[src/hw/rtl/deq_pkg.sv]
// Shared types and codes for the double-ended queue.
// Depends on nothing; deq_if, deq_ctrl, deq_dp and the top level import it.
package deq_pkg;

  localparam int unsigned DataWidth  = 32;
  localparam int unsigned HeldWidth  = 7;

  typedef logic [1:0]                  cmd_code_t;
  typedef logic [1:0]                  status_code_t;
  typedef logic signed [DataWidth-1:0] data_t;
  typedef logic [HeldWidth-1:0]        held_t;

  // Request command codes
  localparam cmd_code_t CMD_PUSH_LEFT  = 2'd0;
  localparam cmd_code_t CMD_PUSH_RIGHT = 2'd1;
  localparam cmd_code_t CMD_POP_LEFT   = 2'd2;
  localparam cmd_code_t CMD_POP_RIGHT  = 2'd3;

  // Response status codes
  localparam status_code_t ST_DONE  = 2'd0;
  localparam status_code_t ST_EMPTY = 2'd1;
  localparam status_code_t ST_FULL  = 2'd2;

  // Value returned by a pop on an empty queue
  localparam data_t EmptyPopValue = '1;

  // Controller to datapath commands
  typedef struct packed {
    logic take;   // request accepted this cycle: update pointers, access RAM
    logic load;   // load the response register from the pending result
  } dq_cmd_t;

endpackage

[src/hw/rtl/deq_if.sv]
// Request and response channel interfaces of the double-ended queue.
// Depends on deq_pkg for payload types.
interface deq_req_if import deq_pkg::*; ();
  logic      valid;
  logic      ready;
  cmd_code_t command;
  data_t     push_value;

  modport source (output valid, command, push_value, input ready);
  modport sink   (input valid, command, push_value, output ready);
endinterface

interface deq_rsp_if import deq_pkg::*; ();
  logic         valid;
  logic         ready;
  data_t        pop_value;
  status_code_t status;
  held_t        entries_held;

  modport source (output valid, pop_value, status, entries_held, input ready);
  modport sink   (input valid, pop_value, status, entries_held, output ready);
endinterface

[src/hw/rtl/deq_ram.sv]
// Generic single-write, single-read RAM with registered read data.
// No dependencies.
module deq_ram #(
  parameter int unsigned WIDTH = 32,
  parameter int unsigned DEPTH = 64
) (
  input  logic                     clk_i,
  input  logic                     we_i,
  input  logic [$clog2(DEPTH)-1:0] waddr_i,
  input  logic [WIDTH-1:0]         wdata_i,
  input  logic                     re_i,
  input  logic [$clog2(DEPTH)-1:0] raddr_i,
  output logic [WIDTH-1:0]         rdata_o
);

  logic [WIDTH-1:0] mem_q [DEPTH];
  logic [WIDTH-1:0] rdata_q;

  // Write port
  always_ff @(posedge clk_i) begin
    if (we_i) begin
      mem_q[waddr_i] <= wdata_i;
    end
  end

  // Registered read port
  always_ff @(posedge clk_i) begin
    if (re_i) begin
      rdata_q <= mem_q[raddr_i];
    end
  end

  assign rdata_o = rdata_q;

endmodule

[src/hw/rtl/deq_ctrl.sv]
// Controller of the double-ended queue: request handshake, response valid.
// Depends on deq_pkg for the command struct.
module deq_ctrl import deq_pkg::*; (
  input  logic    clk_i,
  input  logic    rst_ni,
  input  logic    req_valid_i,
  output logic    req_ready_o,
  output logic    rsp_valid_o,
  input  logic    rsp_ready_i,
  output dq_cmd_t cmd_o
);

  localparam logic StIdle = 1'b0;
  localparam logic StBusy = 1'b1;

  logic state_q, state_d;
  logic out_valid_q, out_valid_d;

  // Accept a request only when no request is in flight
  assign req_ready_o = (state_q == StIdle);
  assign cmd_o.take  = req_valid_i && req_ready_o;
  // Move the pending result out once the response register is free or draining
  assign cmd_o.load  = (state_q == StBusy) && (!out_valid_q || rsp_ready_i);

  always_comb begin
    state_d = state_q;
    unique case (state_q)
      StIdle: begin
        if (cmd_o.take) begin
          state_d = StBusy;
        end
      end
      StBusy: begin
        if (cmd_o.load) begin
          state_d = StIdle;
        end
      end
      default: state_d = StIdle;
    endcase
  end

  // Hold the response until taken, set it on load
  always_comb begin
    out_valid_d = out_valid_q;
    if (cmd_o.load) begin
      out_valid_d = 1'b1;
    end else if (rsp_ready_i) begin
      out_valid_d = 1'b0;
    end
  end

  always_ff @(posedge clk_i or negedge rst_ni) begin
    if (!rst_ni) begin
      state_q     <= StIdle;
      out_valid_q <= 1'b0;
    end else begin
      state_q     <= state_d;
      out_valid_q <= out_valid_d;
    end
  end

  assign rsp_valid_o = out_valid_q;

  // Assertions
  a_take_to_busy: assert property (@(posedge clk_i) disable iff (!rst_ni)
    cmd_o.take |=> state_q == StBusy)
    else $error("accepted request did not enter busy state");

  a_take_load_excl: assert property (@(posedge clk_i) disable iff (!rst_ni)
    !(cmd_o.take && cmd_o.load))
    else $error("accept and load in the same cycle");

  a_rsp_from_load: assert property (@(posedge clk_i) disable iff (!rst_ni)
    $rose(out_valid_q) |-> $past(cmd_o.load))
    else $error("response valid rose without a load");

  a_load_after_take: assert property (@(posedge clk_i) disable iff (!rst_ni)
    cmd_o.load |-> state_q == StBusy && !req_ready_o)
    else $error("load outside busy state");

endmodule

[src/hw/rtl/deq_dp.sv]
// Datapath of the double-ended queue: front pointer, count, slot RAM, result.
// Depends on deq_pkg and deq_ram.
module deq_dp import deq_pkg::*; #(
  parameter int unsigned DEPTH = 64
) (
  input  logic         clk_i,
  input  logic         rst_ni,
  input  dq_cmd_t      cmd_i,
  input  cmd_code_t    command_i,
  input  data_t        push_value_i,
  output data_t        pop_value_o,
  output status_code_t status_o,
  output held_t        entries_held_o
);

  localparam int unsigned AW = $clog2(DEPTH);
  localparam int unsigned CW = $clog2(DEPTH + 1);
  localparam int unsigned SW = CW + 1;

  logic [AW-1:0] front_q, front_d;
  logic [CW-1:0] count_q, count_d;

  logic          full, empty;
  logic [AW-1:0] front_dec, front_inc, tail_idx, last_idx;
  logic [SW-1:0] tail_sum, last_sum;

  logic          wr_en, rd_en, pop_ok;
  logic [AW-1:0] waddr, raddr;
  status_code_t  status_c;
  data_t         rdata;

  logic          pend_pop_q;
  status_code_t  pend_status_q;
  logic [CW-1:0] pend_count_q;
  logic [CW+HeldWidth-1:0] held_ext;

  data_t         pop_value_q;
  status_code_t  status_q;
  held_t         held_q;

  // Ring positions around the front pointer
  assign full      = (count_q == CW'(DEPTH));
  assign empty     = (count_q == '0);
  assign front_dec = (front_q == '0) ? AW'(DEPTH - 1) : front_q - 1'b1;
  assign front_inc = (front_q == AW'(DEPTH - 1)) ? '0 : front_q + 1'b1;
  assign tail_sum  = SW'(front_q) + SW'(count_q);
  assign last_sum  = tail_sum - 1'b1;
  assign tail_idx  = (tail_sum >= SW'(DEPTH)) ? AW'(tail_sum - SW'(DEPTH)) : AW'(tail_sum);
  assign last_idx  = (last_sum >= SW'(DEPTH)) ? AW'(last_sum - SW'(DEPTH)) : AW'(last_sum);

  // Decode the request against the current occupancy
  always_comb begin
    wr_en    = 1'b0;
    rd_en    = 1'b0;
    pop_ok   = 1'b0;
    waddr    = front_dec;
    raddr    = front_q;
    front_d  = front_q;
    count_d  = count_q;
    status_c = ST_DONE;
    unique case (command_i)
      CMD_PUSH_LEFT: begin
        if (full) begin
          status_c = ST_FULL;
        end else begin
          wr_en   = 1'b1;
          waddr   = front_dec;
          front_d = front_dec;
          count_d = count_q + 1'b1;
        end
      end
      CMD_PUSH_RIGHT: begin
        if (full) begin
          status_c = ST_FULL;
        end else begin
          wr_en   = 1'b1;
          waddr   = tail_idx;
          count_d = count_q + 1'b1;
        end
      end
      CMD_POP_LEFT: begin
        if (empty) begin
          status_c = ST_EMPTY;
        end else begin
          rd_en   = 1'b1;
          pop_ok  = 1'b1;
          raddr   = front_q;
          front_d = front_inc;
          count_d = count_q - 1'b1;
        end
      end
      CMD_POP_RIGHT: begin
        if (empty) begin
          status_c = ST_EMPTY;
        end else begin
          rd_en   = 1'b1;
          pop_ok  = 1'b1;
          raddr   = last_idx;
          count_d = count_q - 1'b1;
        end
      end
      default: status_c = ST_DONE;
    endcase
  end

  deq_ram #(
    .WIDTH (DataWidth),
    .DEPTH (DEPTH)
  ) u_slot_ram (
    .clk_i   (clk_i),
    .we_i    (cmd_i.take && wr_en),
    .waddr_i (waddr),
    .wdata_i (push_value_i),
    .re_i    (cmd_i.take && rd_en),
    .raddr_i (raddr),
    .rdata_o (rdata)
  );

  // Advance pointer and count on an accepted request
  always_ff @(posedge clk_i or negedge rst_ni) begin
    if (!rst_ni) begin
      front_q <= '0;
      count_q <= '0;
    end else if (cmd_i.take) begin
      front_q <= front_d;
      count_q <= count_d;
    end
  end

  // Hold the pending result while the RAM read completes
  always_ff @(posedge clk_i) begin
    if (cmd_i.take) begin
      pend_pop_q    <= pop_ok;
      pend_status_q <= status_c;
      pend_count_q  <= count_d;
    end
  end

  assign held_ext = {{HeldWidth{1'b0}}, pend_count_q};

  // Response register
  always_ff @(posedge clk_i) begin
    if (cmd_i.load) begin
      if (pend_pop_q) begin
        pop_value_q <= rdata;
      end else if (pend_status_q == ST_EMPTY) begin
        pop_value_q <= EmptyPopValue;
      end else begin
        pop_value_q <= '0;
      end
      status_q <= pend_status_q;
      held_q   <= held_ext[HeldWidth-1:0];
    end
  end

  assign pop_value_o    = pop_value_q;
  assign status_o       = status_q;
  assign entries_held_o = held_q;

  // Assertions
  a_count_bound: assert property (@(posedge clk_i) disable iff (!rst_ni)
    count_q <= CW'(DEPTH))
    else $error("count exceeds depth");

  a_front_bound: assert property (@(posedge clk_i) disable iff (!rst_ni)
    front_q <= AW'(DEPTH - 1))
    else $error("front pointer out of range");

  a_count_step: assert property (@(posedge clk_i) disable iff (!rst_ni)
    cmd_i.take && (status_c != ST_DONE) |=> $stable(count_q) && $stable(front_q))
    else $error("rejected request changed the queue state");

endmodule

[src/hw/rtl/double_ended_queue.sv]
// Double-ended queue of signed 32-bit values held in a ring of DEPTH slots.
// Top level; depends on deq_pkg, deq_if, deq_ctrl, deq_dp and deq_ram.
//
// Usage:
//   req_i carries one request per handshake: command (push left, push right,
//   pop left, pop right) and push_value, which pops ignore.
//   rsp_o returns exactly one response per request, in order: pop_value
//   (popped value, all ones for a pop on an empty queue, zero for pushes),
//   status (done, pop on empty, push dropped because full) and entries_held,
//   the low 7 bits of the occupancy after the request.
//   The slot RAM's registered read data and the pending result are loaded
//   into the response register once that register is free or draining.
//   The controller holds the request side from acceptance until that load,
//   so a new request is taken only after the previous result is loaded.
//   Reset empties the queue at once (front pointer and count cleared); slot
//   contents are not cleared and need no clearing pass.
//   If the receiver stalls, the response register holds its result and one
//   more request is still accepted; that second result waits in the datapath
//   and further requests are held off until the response is taken.
module double_ended_queue import deq_pkg::*; #(
  parameter int unsigned DEPTH = 64
) (
  input  logic          clk_i,
  input  logic          rst_ni,
  deq_req_if.sink       req_i,
  deq_rsp_if.source     rsp_o
);

  dq_cmd_t cmd;

  deq_ctrl u_ctrl (
    .clk_i       (clk_i),
    .rst_ni      (rst_ni),
    .req_valid_i (req_i.valid),
    .req_ready_o (req_i.ready),
    .rsp_valid_o (rsp_o.valid),
    .rsp_ready_i (rsp_o.ready),
    .cmd_o       (cmd)
  );

  deq_dp #(
    .DEPTH (DEPTH)
  ) u_dp (
    .clk_i          (clk_i),
    .rst_ni         (rst_ni),
    .cmd_i          (cmd),
    .command_i      (req_i.command),
    .push_value_i   (req_i.push_value),
    .pop_value_o    (rsp_o.pop_value),
    .status_o       (rsp_o.status),
    .entries_held_o (rsp_o.entries_held)
  );

endmodule

[src/flat_wrapper.sv]
// flat-port wrapper written by rule: the top's interface ports become plain ports
module double_ended_queue_flat import deq_pkg::*;
#(
  parameter int unsigned DEPTH = 64
)
  (clk_i, rst_ni, req_i_valid, req_i_command, req_i_push_value, req_i_ready, rsp_o_valid, rsp_o_pop_value, rsp_o_status, rsp_o_entries_held, rsp_o_ready);
  deq_req_if req_i_i ();
  deq_rsp_if rsp_o_i ();
  input  logic clk_i;
  input  logic rst_ni;
  input wire logic [$bits(req_i_i.valid)-1:0] req_i_valid;
  input wire logic [$bits(req_i_i.command)-1:0] req_i_command;
  input wire logic [$bits(req_i_i.push_value)-1:0] req_i_push_value;
  output wire logic [$bits(req_i_i.ready)-1:0] req_i_ready;
  output wire logic [$bits(rsp_o_i.valid)-1:0] rsp_o_valid;
  output wire logic [$bits(rsp_o_i.pop_value)-1:0] rsp_o_pop_value;
  output wire logic [$bits(rsp_o_i.status)-1:0] rsp_o_status;
  output wire logic [$bits(rsp_o_i.entries_held)-1:0] rsp_o_entries_held;
  input wire logic [$bits(rsp_o_i.ready)-1:0] rsp_o_ready;
  assign req_i_i.valid = req_i_valid;
  assign req_i_i.command = req_i_command;
  assign req_i_i.push_value = req_i_push_value;
  assign req_i_ready = req_i_i.ready;
  assign rsp_o_valid = rsp_o_i.valid;
  assign rsp_o_pop_value = rsp_o_i.pop_value;
  assign rsp_o_status = rsp_o_i.status;
  assign rsp_o_entries_held = rsp_o_i.entries_held;
  assign rsp_o_i.ready = rsp_o_ready;
  double_ended_queue #(.DEPTH(DEPTH)) u_core (.clk_i(clk_i), .rst_ni(rst_ni), .req_i(req_i_i), .rsp_o(rsp_o_i));
endmodule
[config.mk]
export PLATFORM = sky130hd
export DESIGN_NAME = double_ended_queue_flat
export DESIGN_NICKNAME = d
export VERILOG_FILES = /design/src/hw/rtl/deq_pkg.sv /design/src/hw/rtl/deq_if.sv /design/src/hw/rtl/deq_ram.sv /design/src/hw/rtl/deq_ctrl.sv /design/src/hw/rtl/deq_dp.sv /design/src/hw/rtl/double_ended_queue.sv /design/src/flat_wrapper.sv
export SDC_FILE = /design/constraint.sdc
export NUM_CORES = 2
export LEC_CHECK = 0
export BUFFER_PORTS_ARGS = -buffer_cell sky130_fd_sc_hd__buf_2
export CORE_MARGIN = 2
export CORE_UTILIZATION = 25
export DETAILED_ROUTE_END_ITERATION = 10
export SLEW_MARGIN = 15
export SYNTH_ARGS = -nofsm -noshare
export SYNTH_HDL_FRONTEND = slang
export SYNTH_HIERARCHICAL = 1
export SYNTH_SLANG_ARGS = --single-unit
[constraint.sdc]
create_clock -name clk_i -period 7 [get_ports clk_i]
set_input_delay 0.7 -clock clk_i [delete_from_list [all_inputs] [get_ports clk_i]]
set_output_delay 0.7 -clock clk_i [all_outputs]
set_load 0.1 [all_outputs]
==> key figures <==
Floorplanning
  • Core Footprint: 327000 sq um
  • Die height: 578 microns
  • DIE AREA: 334000 sq um
  • Initial core utilization: 25.1%
  • Die W: 578 microns
  • I/O pin cnt: 81
  • Core Rows: 210

Global route
  • Vias in the first global route: 40100
  • GRT Overall Usage: 13.0%
  • First-pass GRT wire length: 311000 microns
  • Largest net degree at the start of global routing: 78
  • Initial antenna violation count: 16
  • Gr ovfl total: 0

Power
  • VDD IR max: 357 uV
  • PwrDens: 419 nW/um^2
  • Leakage: 29.3 nW
  • Tot Pwr: 40.3 mW

CTS
  • Num CTS Buffers: 212
  • Resized cells post-CTS: 0
  • H-tree depth: 4
  • CTS sink cnt: 2146
  • Clock tree buffer depth: 3
  • Post-CTS Hold Fix Bufs: 1
  • Post-CTS Setup Bufs: 0
  • Root Buffer: clkbuf_16
  • Clock slew at reported path FFs: 0.06 ns
  • CTS tree: built
  • Worst-Skew Late Latency: 0.86 ns

Yosys
  • Cell Area, Synth: 82300 sq um
  • Distinct cells, synth: 60
  • Asr flop ratio synth: 0.699%
  • Count leader, synth: edfxtp_1
  • Synth Net Count: 3688
  • Register area share after synthesis: 78.2%
  • EDFF count, synth: 2131
  • Synth Instances: 3638
  • Synth cell count leaders: edfxtp_1 (2131), mux4_2 (544), nor2_1 (157)
  • Synth warnings: 6
  • Synth area leaders: edfxtp_1 (78%), mux4_2 (15%), mux2i_1 (1.1%)
  • Yosys top cell area share: 77.7%
  • Post-Synthesis Mean Instance Area: 22.6 sq um
  • Synth area leader: edfxtp_1
  • Seq cells post-synth: 2146
  • Prevailing post-synth register cell: edfxtp_1

Timing
  • Period utilization: 91.7%
  • Peak Freq: 0.156 GHz
  • Minimum clock period: 6.42 ns
  • Endpoints failing setup: 0
  • Final slew viol count: 0
  • Max Clock Skew: 0.0673 ns
  • Hold_ws: 0.149 ns
  • Slew headroom: 16.6%
  • Worst-margin pin slew: 1.25 ns
  • Final Hold Viols: 0
  • RSZ-0062 raised after global routing: false
  • Post-route setup TNS: 0 ns

Critical path
  • R2R Path End: u_core/u_dp/u_slot_ram/rdata_o[25]$_DFFE_PP_
  • CP endpoint kind: register
  • CP arrival: 6.94 ns
  • Worst endpoint required time: 7.52 ns
  • Worst Path Max Fanout: 24
  • Critical path's most frequent cell: nand2_1
  • Cell chain of the critical path: inv_1 -> ha_1 -> or3b_1 -> or4_4 -> nand2_1 -> inv_1 -> nand2_1 -> nand2_1 -> o21ai_4 -> buf_12 -> buf_12 -> buf_4 -> mux4_2 -> mux4_2 -> o22ai_1 -> nor2_1
  • Crit-path max cell delay: 0.77 ns
  • Critical path type: register to register
  • FF-to-FF path depth: 16
  • Max stage delay cell, worst path: o22ai_1
  • Worst Setup Start Kind: register
  • R2R Setup Slk: 0.58 ns
  • Top delay family on crit path: simple AND/OR/NAND/NOR gates
  • CP bufs+invs: 5
  • RR Startpoint: u_core/u_dp/count_q[1]$_DFFE_PN0P_

Route
  • Total wire length: 221000 microns
  • Vias per cell: 4.74
  • Drt drc: 0
  • DR iter-0 viols: 4737
  • Routed via count: 39900
  • Wire length per cell: 26.2 microns
  • Drt first pass iters: 5
  • Post-DRT Antenna Nets: 0

Status
  • Status: completed

Layout
  • Share of cells above drive strength 1: 29.1%
  • P&R area growth vs syn: 16.8%
  • Nets: 3950

Placement
  • GPL Wtd Cong: 0.781
  • Dpl hpwl: 128000 microns
  • Port Buf Inserts: 80

Min path
  • Hold path startpoint: rsp_o_ready
  • Min-Delay Endpoint: u_core/u_ctrl/rsp_valid_o$_DFFE_PN0P_
  • WHS Path Cells: 3
  • Hold WC Path Type: primary input to register

Job
  • Number of max-cap violations: 0
-- cells in the final DEF (no fill, tap or decap), types with 14 or more instances in the layout --
cell and n:
dfrtp_1 15, o22ai_1 87, buf_2 61, bufinv_16 14, buf_4 171, o221ai_1 27
nor2_1 94, clkinv_2 41, nor2b_1 18, o21ai_0 21, clkbuf_16 212, a21oi_1 76
mux2i_1 94, a21o_1 32, buf_12 21, nor2_4 62, clkinv_1 52, edfxtp_1 2131
mux4_2 544, nand2_1 52, clkbuf_1 47
-- layer usage --
layer | wire length (microns) | GRT usage [%] | vias to the layer above
met5 | 19 | 0 | -
met4 | 5030 | 3.32 | 4
met3 | 17800 | 2.62 | 289
met2 | 106000 | 21.1 | 1779
met1 | 92600 | 17.8 | 21900
li1 | - | - | 16000
-- registers in the layout (all words and copies together), names as in the netlist --
name and cells:
u_core/u_dp/status_o 2, u_core/u_dp/u_slot_ram/rdata_o 32, u_core/u_dp/count_q 7, u_core/u_ctrl/state_q 1, u_core/u_ctrl/rsp_valid_o 1, u_core/u_dp/pend_count_q 7, u_core/u_dp/pop_value_o 32, u_core/u_dp/pend_pop_q 1
u_core/u_dp/u_slot_ram/mem_q 2048, u_core/u_dp/pend_status_q 2, u_core/u_dp/entries_held_o 7, u_core/u_dp/front_q 6
-- layout make-up --
| type | instances | area [sq um] |
|---|---|---|
| clock buffer | 262 | 5520 |
| tap | 4346 | 5440 |
| sequential | 2146 | 64400 |
| timing repair buffer | 255 | 2050 |
| clock inverter | 130 | 1240 |
| inverter | 9 | 33.8 |
| multi-input combinational | 1276 | 17500 |
| fill | 31600 | 231000 |
| antenna | 7 | 17.5 |
-- worst max-delay path by stage --
stage / endpoint / cells past startpoint / slack (ns) / from
6_report: u_core/u_dp/u_slot_ram/rdata_o[25]$_DFFE_PP_ / 16 / 0.58 / u_core/u_dp/count_q[1]$_DFFE_PN0P_
4_1_cts: u_core/u_dp/u_slot_ram/rdata_o[25]$_DFFE_PP_ / 16 / 0.70 / u_core/u_dp/count_q[1]$_DFFE_PN0P_
3_3_place_gp: u_core/u_dp/u_slot_ram/rdata_o[25]$_DFFE_PP_ / 16 / 0.84 / u_core/u_dp/count_q[1]$_DFFE_PN0P_
3_5_place_dp: u_core/u_dp/u_slot_ram/rdata_o[25]$_DFFE_PP_ / 16 / 0.71 / u_core/u_dp/count_q[1]$_DFFE_PN0P_
2_1_floorplan: u_core/u_dp/u_slot_ram/mem_q[49][0]$_DFFE_PP_ / 11 / 1.87 / u_core/u_dp/count_q[1]$_DFFE_PN0P_
5_1_grt: u_core/u_dp/u_slot_ram/rdata_o[25]$_DFFE_PP_ / 16 / 0.51 / u_core/u_dp/count_q[1]$_DFFE_PN0P_
-- power breakdown --
group          switching (mW)  leakage (nW)  internal [mW]  total [mW]
logic                    8.45          6.64           5.79        14.2
clock network            4.88          3.28           6.15        11.0
registers               0.285          19.4           14.7        15.0
-- worst register-to-register path: stages (launching register included) --
cell and delay (ns):
dfrtp_1 0.45, inv_1 0.16, ha_1 0.22, or3b_1 0.47
or4_4 0.48, nand2_1 0.15, inv_1 0.10, nand2_1 0.53
nand2_1 0.23, o21ai_4 0.43, buf_12 0.25, buf_12 0.23
buf_4 0.30, mux4_2 0.52, mux4_2 0.50, o22ai_1 0.77
nor2_1 0.31
-- logic make-up after synthesis --
logic type,after synthesis,share of synthesized area [%]
AO/OA/AOI/OAI,299,2.35
XOR/XNOR,13,0.138
adder cells (fa/ha/maj),12,0.192
buffers and inverters,216,1.25
flip-flops,2146,78.2
multiplexers,643,16.1
AND/OR/NAND/NOR,309,1.76
-- through the flow --
step	cells	cell area (sq um)	setup WS, ns	utilization (%)
after floorplan	3638	82300	1.87	-
after global placement	8030	89300	0.841	27.3
after detailed placement	8030	89300	0.706	27.3
after CTS	8423	96000	0.697	29.3
after global routing	8425	96100	0.513	29.4
final	8431	96100	0.584	29.4
Note: power is estimated with default switching activity, not from simulation.
